$ cat config.mk
export PLATFORM = sky130hd
export DESIGN_NAME = i2c_master_bit_engine
export DESIGN_NICKNAME = d
export VERILOG_FILES = /design/src/sv/i2cm_pkg.sv /design/src/sv/i2cm_core.sv /design/src/sv/i2c_master_bit_engine.sv
export SDC_FILE = /design/constraint.sdc
export NUM_CORES = 1
export LEC_CHECK = 0
export ABC_CLOCK_PERIOD_IN_PS = 2920
export BUFFER_PORTS_ARGS = -buffer_cell sky130_fd_sc_hd__buf_2
export CORE_UTILIZATION = 55
export CTS_CLUSTER_DIAMETER = 200
export DETAILED_ROUTE_END_ITERATION = 10
export PLACE_DENSITY = 0.74
export RECOVER_POWER = 25
export SYNTH_ARGS = -nofsm -noshare
export SYNTH_HDL_FRONTEND = slang
export SYNTH_SLANG_ARGS = --single-unit
$ cat constraint.sdc
create_clock -name clk -period 2.92 [get_ports clk]
set_input_delay 0.438 -clock clk [delete_from_list [all_inputs] [get_ports clk]]
set_output_delay 0.438 -clock clk [all_outputs]
set_load 0.005 [all_outputs]
$ cat src/sv/i2cm_pkg.sv
// Shared types and constants for the I2C master bit engine.
// Used by i2cm_core and i2c_master_bit_engine; depends on nothing else.
package i2cm_pkg;

  // Widths of configuration, delay and counter fields.
  localparam int unsigned CfgW   = 10;
  localparam int unsigned DelayW = CfgW + 2;
  localparam int unsigned ByteW  = 8;
  localparam int unsigned BitCntW = 4;

  // Reset values of the configuration registers.
  localparam logic [CfgW-1:0] TicksPerUsReset = 10'd100;
  localparam logic [CfgW-1:0] AckTimeoutReset = 10'd250;

  // Number of data bits in one byte transfer.
  localparam logic [BitCntW-1:0] BitsPerByte = 4'd8;

  // Configuration register indexes.
  localparam logic CFG_TICKS_PER_US = 1'b0;
  localparam logic CFG_ACK_TIMEOUT  = 1'b1;

  // Command codes carried by the mode field.
  typedef enum logic [2:0] {
    CMD_NONE  = 3'd0,
    CMD_START = 3'd1,
    CMD_STOP  = 3'd2,
    CMD_WRITE = 3'd3,
    CMD_READ  = 3'd4,
    CMD_WAIT  = 3'd5
  } cmd_t;

  // Line sequencer phases.
  typedef enum logic [3:0] {
    PH_IDLE    = 4'd0,
    PH_ST_SDA  = 4'd1,
    PH_ST_SCL  = 4'd2,
    PH_SP_SCL  = 4'd3,
    PH_SP_SDA  = 4'd4,
    PH_WA_SCL  = 4'd5,
    PH_WA_POLL = 4'd6,
    PH_TX_HIGH = 4'd7,
    PH_TX_LOW  = 4'd8,
    PH_TX_NEXT = 4'd9,
    PH_RX_HIGH = 4'd10,
    PH_RX_NEXT = 4'd11,
    PH_AK_HIGH = 4'd12,
    PH_AK_LOW  = 4'd13
  } phase_t;

  // Line and status values produced for one tick.
  typedef struct packed {
    logic             scl_level;
    logic             sda_level;
    logic             sda_enable;
    logic             busy;
    logic             done;
    logic [ByteW-1:0] rx_byte;
    logic             ack_failed;
  } res_t;

endpackage

$ cat src/sv/i2cm_core.sv
// Line sequencer core: holds the I2C phase state and advances it by one tick.
// Depends on i2cm_pkg for the phase enum, command codes and result struct.
module i2cm_core import i2cm_pkg::*; (
  input  logic             clk,
  input  logic             rst,
  input  logic             step,
  input  logic [2:0]       mode,
  input  logic [ByteW-1:0] tx_byte,
  input  logic             send_ack,
  input  logic             sda_in,
  input  logic [CfgW-1:0]  ticks_per_us,
  input  logic [CfgW-1:0]  ack_timeout,
  output res_t             res
);

  phase_t             phase, phase_next;
  logic [BitCntW-1:0] bit_index, bit_index_next;
  logic [ByteW-1:0]   shift_reg, shift_reg_next;
  logic [DelayW-1:0]  delay_left, delay_left_next;
  logic [CfgW-1:0]    poll_count, poll_count_next;
  logic [2:0]         active_cmd, active_cmd_next;
  logic               ack_choice, ack_choice_next;
  logic               scl_reg, scl_reg_next;
  logic               sda_reg, sda_reg_next;
  logic               sda_oe_reg, sda_oe_reg_next;
  logic               fail_reg, fail_reg_next;
  logic [ByteW-1:0]   rx_hold, rx_hold_next;
  logic               done_now;

  logic [CfgW-1:0]    tick_unit;
  logic [DelayW-1:0]  dly1, dly2, dly4;
  logic [CfgW:0]      poll_inc;

  // Delay lengths of one, two and four microseconds; a zero setting acts as one.
  always_comb begin
    tick_unit = (ticks_per_us == '0) ? CfgW'(1) : ticks_per_us;
    dly1      = {2'b00, tick_unit};
    dly2      = {1'b0, tick_unit, 1'b0};
    dly4      = {tick_unit, 2'b00};
    poll_inc  = {1'b0, poll_count} + (CfgW+1)'(1);
  end

  // Next-state logic for one tick.
  always_comb begin
    phase_next      = phase;
    bit_index_next  = bit_index;
    shift_reg_next  = shift_reg;
    delay_left_next = delay_left;
    poll_count_next = poll_count;
    active_cmd_next = active_cmd;
    ack_choice_next = ack_choice;
    scl_reg_next    = scl_reg;
    sda_reg_next    = sda_reg;
    sda_oe_reg_next = sda_oe_reg;
    fail_reg_next   = fail_reg;
    rx_hold_next    = rx_hold;
    done_now        = 1'b0;

    if (phase == PH_IDLE) begin
      // A new command is taken only while idle.
      if (mode >= CMD_START && mode <= CMD_WAIT) begin
        active_cmd_next = mode;
        fail_reg_next   = 1'b0;
        case (mode)
          CMD_START: begin
            sda_oe_reg_next = 1'b1;
            sda_reg_next    = 1'b1;
            scl_reg_next    = 1'b1;
            phase_next      = PH_ST_SDA;
            delay_left_next = dly4;
          end
          CMD_STOP: begin
            sda_oe_reg_next = 1'b1;
            scl_reg_next    = 1'b0;
            sda_reg_next    = 1'b0;
            phase_next      = PH_SP_SCL;
            delay_left_next = dly4;
          end
          CMD_WRITE: begin
            sda_oe_reg_next = 1'b1;
            scl_reg_next    = 1'b0;
            sda_reg_next    = tx_byte[ByteW-1];
            shift_reg_next  = {tx_byte[ByteW-2:0], 1'b0};
            bit_index_next  = BitCntW'(1);
            phase_next      = PH_TX_HIGH;
            delay_left_next = dly2;
          end
          CMD_READ: begin
            ack_choice_next = send_ack;
            sda_oe_reg_next = 1'b0;
            shift_reg_next  = '0;
            bit_index_next  = '0;
            scl_reg_next    = 1'b0;
            phase_next      = PH_RX_HIGH;
            delay_left_next = dly2;
          end
          default: begin
            sda_oe_reg_next = 1'b0;
            sda_reg_next    = 1'b1;
            poll_count_next = '0;
            phase_next      = PH_WA_SCL;
            delay_left_next = dly1;
          end
        endcase
      end
    end else if (delay_left > DelayW'(1)) begin
      delay_left_next = delay_left - DelayW'(1);
    end else begin
      // Delay elapsed: make the next line change.
      case (phase)
        PH_ST_SDA: begin
          sda_reg_next    = 1'b0;
          phase_next      = PH_ST_SCL;
          delay_left_next = dly4;
        end
        PH_ST_SCL: begin
          scl_reg_next    = 1'b0;
          phase_next      = PH_IDLE;
          delay_left_next = '0;
          done_now        = 1'b1;
        end
        PH_SP_SCL: begin
          scl_reg_next    = 1'b1;
          phase_next      = PH_SP_SDA;
          delay_left_next = dly4;
        end
        PH_SP_SDA: begin
          sda_reg_next    = 1'b1;
          if (active_cmd == CMD_WAIT) begin
            fail_reg_next = 1'b1;
          end
          phase_next      = PH_IDLE;
          delay_left_next = '0;
          done_now        = 1'b1;
        end
        PH_WA_SCL: begin
          scl_reg_next    = 1'b1;
          phase_next      = PH_WA_POLL;
          delay_left_next = dly1;
        end
        PH_WA_POLL: begin
          if (!sda_in) begin
            scl_reg_next    = 1'b0;
            phase_next      = PH_IDLE;
            delay_left_next = '0;
            done_now        = 1'b1;
          end else if (poll_inc > {1'b0, ack_timeout}) begin
            // Timed out: issue a stop condition.
            sda_oe_reg_next = 1'b1;
            scl_reg_next    = 1'b0;
            sda_reg_next    = 1'b0;
            phase_next      = PH_SP_SCL;
            delay_left_next = dly4;
          end else begin
            poll_count_next = poll_inc[CfgW-1:0];
            delay_left_next = '0;
          end
        end
        PH_TX_HIGH: begin
          scl_reg_next    = 1'b1;
          phase_next      = PH_TX_LOW;
          delay_left_next = dly2;
        end
        PH_TX_LOW: begin
          scl_reg_next    = 1'b0;
          phase_next      = PH_TX_NEXT;
          delay_left_next = dly2;
        end
        PH_TX_NEXT: begin
          if (bit_index >= BitsPerByte) begin
            phase_next      = PH_IDLE;
            delay_left_next = '0;
            done_now        = 1'b1;
          end else begin
            sda_reg_next    = shift_reg[ByteW-1];
            shift_reg_next  = {shift_reg[ByteW-2:0], 1'b0};
            bit_index_next  = bit_index + BitCntW'(1);
            phase_next      = PH_TX_HIGH;
            delay_left_next = dly2;
          end
        end
        PH_RX_HIGH: begin
          // Sample the data bit as SCL rises.
          scl_reg_next    = 1'b1;
          shift_reg_next  = {shift_reg[ByteW-2:0], sda_in};
          bit_index_next  = bit_index + BitCntW'(1);
          phase_next      = PH_RX_NEXT;
          delay_left_next = dly1;
        end
        PH_RX_NEXT: begin
          scl_reg_next = 1'b0;
          if (bit_index >= BitsPerByte) begin
            rx_hold_next    = shift_reg;
            sda_oe_reg_next = 1'b1;
            sda_reg_next    = ~ack_choice;
            phase_next      = PH_AK_HIGH;
          end else begin
            phase_next      = PH_RX_HIGH;
          end
          delay_left_next = dly2;
        end
        PH_AK_HIGH: begin
          scl_reg_next    = 1'b1;
          phase_next      = PH_AK_LOW;
          delay_left_next = dly2;
        end
        PH_AK_LOW: begin
          scl_reg_next    = 1'b0;
          phase_next      = PH_IDLE;
          delay_left_next = '0;
          done_now        = 1'b1;
        end
        default: begin
          phase_next      = PH_IDLE;
          delay_left_next = '0;
          done_now        = 1'b1;
        end
      endcase
    end
  end

  // Values after this tick's update form the result.
  always_comb begin
    res.scl_level  = scl_reg_next;
    res.sda_level  = sda_reg_next;
    res.sda_enable = sda_oe_reg_next;
    res.busy       = (phase_next != PH_IDLE);
    res.done       = done_now;
    res.rx_byte    = rx_hold_next;
    res.ack_failed = fail_reg_next;
  end

  // State registers advance once per accepted tick.
  always_ff @(posedge clk) begin
    if (rst) begin
      phase      <= PH_IDLE;
      bit_index  <= '0;
      shift_reg  <= '0;
      delay_left <= '0;
      poll_count <= '0;
      active_cmd <= CMD_NONE;
      ack_choice <= 1'b0;
      scl_reg    <= 1'b1;
      sda_reg    <= 1'b1;
      sda_oe_reg <= 1'b1;
      fail_reg   <= 1'b0;
      rx_hold    <= '0;
    end else if (step) begin
      phase      <= phase_next;
      bit_index  <= bit_index_next;
      shift_reg  <= shift_reg_next;
      delay_left <= delay_left_next;
      poll_count <= poll_count_next;
      active_cmd <= active_cmd_next;
      ack_choice <= ack_choice_next;
      scl_reg    <= scl_reg_next;
      sda_reg    <= sda_reg_next;
      sda_oe_reg <= sda_oe_reg_next;
      fail_reg   <= fail_reg_next;
      rx_hold    <= rx_hold_next;
    end
  end

endmodule

$ cat src/sv/i2c_master_bit_engine.sv
// I2C master bit engine top level: configuration registers, input handshake
// and result register around the line sequencer. Depends on i2cm_pkg, i2cm_core.
//
// Usage: each input beat is one tick of line timing. It carries an optional
// command (mode, tx_byte, send_ack) and the sampled SDA level. A command is
// taken only while the sequencer is idle; commands given while busy are ignored.
// Each input beat produces exactly one output beat with the SCL level, SDA
// level and enable, busy, done, the last received byte and the ACK-failure flag.
// The result of a beat is registered and is valid in the cycle after the beat
// is accepted. Throughput is one beat per cycle while the receiver takes each
// result. in_ready is high while the result register is empty or being
// drained, so a stalled receiver holds the result and stops further input
// until it takes the beat. Reset idles the sequencer with SCL high and SDA
// driven high, and loads ticks_per_us = 100 and ack_timeout = 250.
// Configuration writes (cfg_we, cfg_index, cfg_data) take effect at once;
// the user must make them while no tick is in flight (not enforced here).
module i2c_master_bit_engine import i2cm_pkg::*; (
  input  logic             clk,
  input  logic             rst,
  input  logic             cfg_we,
  input  logic             cfg_index,
  input  logic [CfgW-1:0]  cfg_data,
  input  logic             in_valid,
  output logic             in_ready,
  input  logic [2:0]       mode,
  input  logic [ByteW-1:0] tx_byte,
  input  logic             send_ack,
  input  logic             sda_in,
  output logic             out_valid,
  input  logic             out_ready,
  output logic             scl_level,
  output logic             sda_level,
  output logic             sda_enable,
  output logic             busy_res,
  output logic             done_res,
  output logic [ByteW-1:0] rx_byte,
  output logic             ack_failed
);

  logic [CfgW-1:0] ticks_per_us;
  logic [CfgW-1:0] ack_timeout;
  logic            in_fire;
  res_t            core_res;
  res_t            out_res;

  // Configuration registers.
  always_ff @(posedge clk) begin
    if (rst) begin
      ticks_per_us <= TicksPerUsReset;
      ack_timeout  <= AckTimeoutReset;
    end else if (cfg_we) begin
      case (cfg_index)
        CFG_TICKS_PER_US: ticks_per_us <= cfg_data;
        CFG_ACK_TIMEOUT:  ack_timeout  <= cfg_data;
        default:          ticks_per_us <= ticks_per_us;
      endcase
    end
  end

  // Input beat is taken whenever the result register can be refilled.
  assign in_ready = ~out_valid | out_ready;
  assign in_fire  = in_valid & in_ready;

  i2cm_core u_core (
    .clk          (clk),
    .rst          (rst),
    .step         (in_fire),
    .mode         (mode),
    .tx_byte      (tx_byte),
    .send_ack     (send_ack),
    .sda_in       (sda_in),
    .ticks_per_us (ticks_per_us),
    .ack_timeout  (ack_timeout),
    .res          (core_res)
  );

  // Result register.
  always_ff @(posedge clk) begin
    if (rst) begin
      out_valid <= 1'b0;
    end else if (in_fire) begin
      out_valid <= 1'b1;
    end else if (out_ready) begin
      out_valid <= 1'b0;
    end
  end

  always_ff @(posedge clk) begin
    if (in_fire) begin
      out_res <= core_res;
    end
  end

  assign scl_level  = out_res.scl_level;
  assign sda_level  = out_res.sda_level;
  assign sda_enable = out_res.sda_enable;
  assign busy_res   = out_res.busy;
  assign done_res   = out_res.done;
  assign rx_byte    = out_res.rx_byte;
  assign ack_failed = out_res.ack_failed;

endmodule
### After elaboration in Yosys (flattened, before gate mapping)

Cells that the tools add are included.

| cells by class | value |
|---|---|
| $add $sub $neg | 3 |
| $lt $le $gt $ge | 5 |
| eq/ne operators | 24 |
| multiplexer cells | 75 |
| bitwise logic cells | 5 |
| reductions and logical operators | 27 |

Operators by type and width:

| cell | number |
|---|---|
| $mux 10 | 8 |
| $mux 8 | 8 |
| $mux 12 | 5 |
| $pmux 12 s5 | 1 |
| $pmux 4 s10 | 1 |
| $mux 4 | 9 |
| $pmux 8 s2 | 2 |
| $mux 1 | 28 |
| $eq 4x4->1 const B | 6 |
| $pmux 12 s2 | 1 |
| $eq 4x3->1 const B | 4 |
| $pmux 4 s2 | 2 |
| $pmux 4 s4 | 1 |
| $gt 12x1->1 const B | 1 |
| $reduce_or 4->1 | 3 |
| $sub 12x1->12 const B | 1 |
| $add 10x1->11 const B | 1 |
| $gt 11x10->1 | 1 |
| $mux 11 | 1 |
| $logic_not 10->1 | 1 |
| $reduce_or 2->1 | 5 |
| $pmux 1 s3 | 3 |
| $eq 4x2->1 const B | 2 |
| $reduce_or 8->1 | 1 |
| 30 further kinds | 43 |

| storage, ports and cells | value |
|---|---|
| flip-flop bits (word level) | 89 |
| input bits | 29 |
| output and inout bits | 16 |
| word-level logic and storage cells | 161 |

### Logic depth before layout (Yosys ltp)

| depth | value |
|---|---|
| depth after elaboration | 8 |
| depth in mapped cells | 13 |
| depth with buffers taken out | 11 |

### By module

A second synthesis with hierarchy kept.

| unflattened totals | value |
|---|---|
| cells, all modules | 702 |
| area, all modules | 5831.8 µm² |

By module, submodules not included:

| module | times used | cells each | area an instance (µm²) | sequential area each (µm²) |
|---|---|---|---|---|
| i2cm_core | 1 | 602 | 4534.3 | 1081.0 |
| i2c_master_bit_engine | 1 | 100 | 1297.5 | 840.8 |

### Worst setup path before layout

Ideal clock, no wire load.

| timing path | value |
|---|---|
| path kind | register to register |
| start point | register u_core.poll_count[0] |
| end point | register u_core.poll_count[7] |
| library setup time | 0.101 ns |
| data arrival time | 3.077 ns |
| data required time | 2.819 ns |
| setup slack | -0.258 ns |
| stages on the path, launching flop included | 13 |
| clock period less this slack | 3.178 ns |
| cells stage by stage | dfxtp_1 -> ha_1 -> nand3_1 -> or3_1 -> nand2_1 -> ha_1 -> a211oi_1 -> o31ai_1 -> nor3_1 -> or2_2 -> buf_2 -> nand4_2 -> o41ai_1 |

| on the way | value |
|---|---|
| cells in the longest elaborated chain, start to end | 6 |
| elaborated cells on any way between the ends | 9 |

Ends and longest elaborated chain:

| what | RTL line | RTL |
|---|---|---|
| start: declaration | i2cm_core.sv:20 | `logic [CfgW-1:0] poll_count, poll_count_next;` |
| start signal: assignment | i2cm_core.sv:253 | `poll_count <= poll_count_next;` |
| $add 10x1->11 * | i2cm_core.sv:40 | `poll_inc = {1'b0, poll_count} + (CfgW+1)'(1);` |
| branches (longest 5 deep; another with $gt 11x10->1) | - |  |

Every way passes the cells marked *. The select of a mux whose other input is x is not followed.
A chain may end at the register's enable or synchronous reset.

### Worst setup path in the final report

| timing path | value |
|---|---|
| start point | register u_core.poll_count[3] |
| end point | register u_core.poll_count[6] |

The elaborated chain is that of the path after synthesis.

==> impl_metrics.json <==
{
  "switching_share": 0.384,
  "period_share": 0.967,
  "pin_count": 45,
  "routed_via_density": 6.54,
  "power_switching_mw": 1.30,
  "ys.flop_type": "dfxtp_1",
  "die_x_um": 104,
  "synth_top_area_frac": 0.264,
  "yosys_warnings": 0,
  "nets": 818,
  "die_height_um": 104,
  "clk_pin_slew_ns": 0.10,
  "r2r-end": "u_core.poll_count[6]",
  "dieArea_um2": 10800,
  "final_common_cell": "nand2_1",
  "yosysTopAreaCell": "dfxtp_1",
  "grt_pass1_wl_um": 28200,
  "hold_slack_ns": 0.307,
  "clock_path_buffers": 2,
  "hpwlAfterDp_um": 12600,
  "port_buffers": 44,
  "core_area_um2": 9910,
  "grt_max_degree": 48,
  "drv_slew": 48,
  "syn_inst": 719,
  "cp-end-kind": "register",
  "drtPass1Iterations": 8,
  "clockPowerShare": 0.247,
  "violations": "capacitance limit, slew limit",
  "worstSkewPairLatency_ns": 0.37,
  "critPathRequiredTime_ns": 3.17,
  "drtAntennaViolNets": 0,
  "grt_pass1_vias": 5492,
  "cp.arrival_ns": 3.08,
  "powerDensity_nw_per_um2": 512,
  "grt_overflow": 0,
  "wire_per_inst_um": 19.2,
  "drive_above_1_share": 0.207,
  "holdCritPathClass": "in2reg",
  "drt-total-wl_um": 17500,
  "final_area_um2": 6590,
  "critPathLaunchType": "register",
  "finClkSkew_ns": 0.0171,
  "ys_ff_latch": 89,
  "netlist_area_um2": 5700,
  "crit_path_end": "u_core.poll_count[6]",
  "hold_buffers": 0,
  "cts.sinks": 89,
  "largest_register_ffs": 12,
  "crit_path_start": "u_core.poll_count[3]",
  "n_antenna_cell": 0,
  "drc": 0,
  "path_class": "reg2reg",
  "h-tree-depth": 3,
  "peakVddDrop_uv": 315,
  "period_needed_ns": 2.82,
  "placed_area_um2": 6300,
  "vias": 5965,
  "cap_viol_max_count": 1,
  "tightest_slew_ns": 2.26,
  "dp_slack_ns": -0.00182,
  "power_frac_seq": 0.422,
  "drt_first_iter_violations": 725,
  "setup_viol": 0,
  "syn_avg_cell_area_um2": 7.92,
  "cts_tree": "done",
  "cts_buffers": 9,
  "fmax_mhz": 354,
  "regMostFlops": "u_core.delay_left",
  "async_reset_ff_frac": 0,
  "rrSetupSlack_ns": 0.1,
  "yosysSeqAreaShare": 0.337,
  "p_int_mw": 2.08,
  "status": "finished, violations left",
  "yosys-top-cells-area": "dfxtp_1, edfxtp_1, nand2_1",
  "r2r_start": "u_core.poll_count[3]",
  "critPathMaxFanout": 6,
  "p_total_mw": 3.37,
  "layout_setup_ws_ns": 0.0970,
  "area_delta_synth_final_pct": 15.7,
  "antenna_found_initial": 0,
  "cts_root_buf": "clkbuf_8",
  "synthesis.nets": 763,
  "place_congestion": 0.984,
  "synth_edf_count": 14,
  "combPwrFrac": 0.331,
  "r2r_cells": 12,
  "rows": 36,
  "p_leak_nw": 2.48,
  "slew_headroom": -0.505,
  "final_cell_mix": "nand2_1, dfxtp_1, a21oi_1",
  "grt_use_total": 0.325,
  "initial_core_util": 0.575,
  "hold_violations": 0,
  "synth_cell_type_count": 75
}
-- cell type report --
| type | count | area (um^2) |
|---|---|---|
| multi-input cells | 553 | 3580 |
| fillers | 861 | 3320 |
| flip-flops and latches | 89 | 1940 |
| repair buffers | 97 | 632 |
| well taps | 133 | 166 |
| clock buffers | 9 | 124 |
| inverters | 24 | 90.1 |
| clock inverters | 7 | 60.1 |
-- synth_stat cells (7+ instances only) --
library cell	number
nand2_1	87
buf_1	8
dfxtp_1	75
o221ai_1	8
o211ai_1	12
edfxtp_1	14
nand4_1	11
a221oi_1	7
mux2_2	10
o21ai_0	39
o22ai_1	9
or2_2	7
xnor2_1	9
nand3_1	35
ha_1	15
or3_1	7
a21oi_1	56
nor3_1	14
a211oi_1	18
nor4_1	8
nand2b_1	12
a31oi_1	7
o31ai_1	8
nor2_1	50
a22oi_1	18
inv_1	24
clkbuf_1	39
nor2b_1	7
-- metal layers --
layer / vias up / GRT usage / part of all wire
met2: 336 / 0.499 / 0.45
li1: 2820 / - / -
met5: - / 0 / 0
met3: 49 / 0.0472 / 0.080
met4: 0 / 0.145 / 0.031
met1: 2760 / 0.454 / 0.44
-- worst min-delay path by stage --
| stage | startpoint | to | slack, ns | cells past startpoint |
|---|---|---|---|---|
| final | cfg_data[2] | ticks_per_us[2] | 0.31 | 3 |
| after global routing | cfg_data[2] | ticks_per_us[2] | 0.32 | 3 |
| after CTS | cfg_data[2] | ticks_per_us[2] | 0.31 | 3 |
| after detailed placement | u_core.rx_hold[0] | u_core.rx_hold[0] | 0.45 | 2 |
| after global placement | u_core.rx_hold[0] | u_core.rx_hold[0] | 0.44 | 2 |
| after floorplan | u_core.rx_hold[0] | u_core.rx_hold[0] | 0.43 | 2 |
-- cell families (layout without fill, tap and decap cells) --
| logic type | Yosys count | in the layout | synth area share |
|---|---|---|---|
| simple gates | 272 | 272 | 0.243 |
| compound gates | 235 | 235 | 0.279 |
| flops | 89 | 89 | 0.337 |
| buf+inv | 77 | 137 | 0.0540 |
| mux | 16 | 16 | 0.0303 |
| fa+ha+maj | 15 | 15 | 0.0329 |
| xor+xnor | 15 | 15 | 0.0231 |
-- power groups by stage --
stage                     Clock [mW]  Sequential [mW]  Combinational (mW)
after floorplan                    0             1.40               0.755
after global placement             0             1.44                1.06
after detailed placement           0             1.45                1.07
after CTS                      0.839             1.42                1.08
after global routing           0.892             1.43                1.20
final                          0.835             1.42                1.12
-- metrics by stage --
step	instances	utilization	TNS (ns)
after floorplan	719	-	0
after global placement	894	0.635	0
after detailed placement	894	0.635	-0.00182
after CTS	910	0.654	0
after global routing	912	0.665	-0.126
final	912	0.665	0
-- timing repair --
| item | 4_1_cts | 5_1_grt |
|---|---|---|
| resized for setup | 1 | 28 |
| buffers inserted | 0 | 2 |
| endpoints found under the hold margin | 0 | 0 |
| endpoints found under the setup margin | 1 | 26 |
| pin swaps | 0 | 10 |
-- critical path, cell delays in order, from the launching register on --
cell      delay (ns)
dfxtp_4         0.38
nand4_1         0.15
nor3_2          0.18
and3_4          0.21
xor2_1          0.22
ha_1            0.18
nand4_1         0.09
or3_4           0.39
a21oi_4         0.19
buf_6           0.13
o211ai_1        0.21
o211ai_1        0.28
o31ai_1         0.09
(Power assumes the default switching activity.)
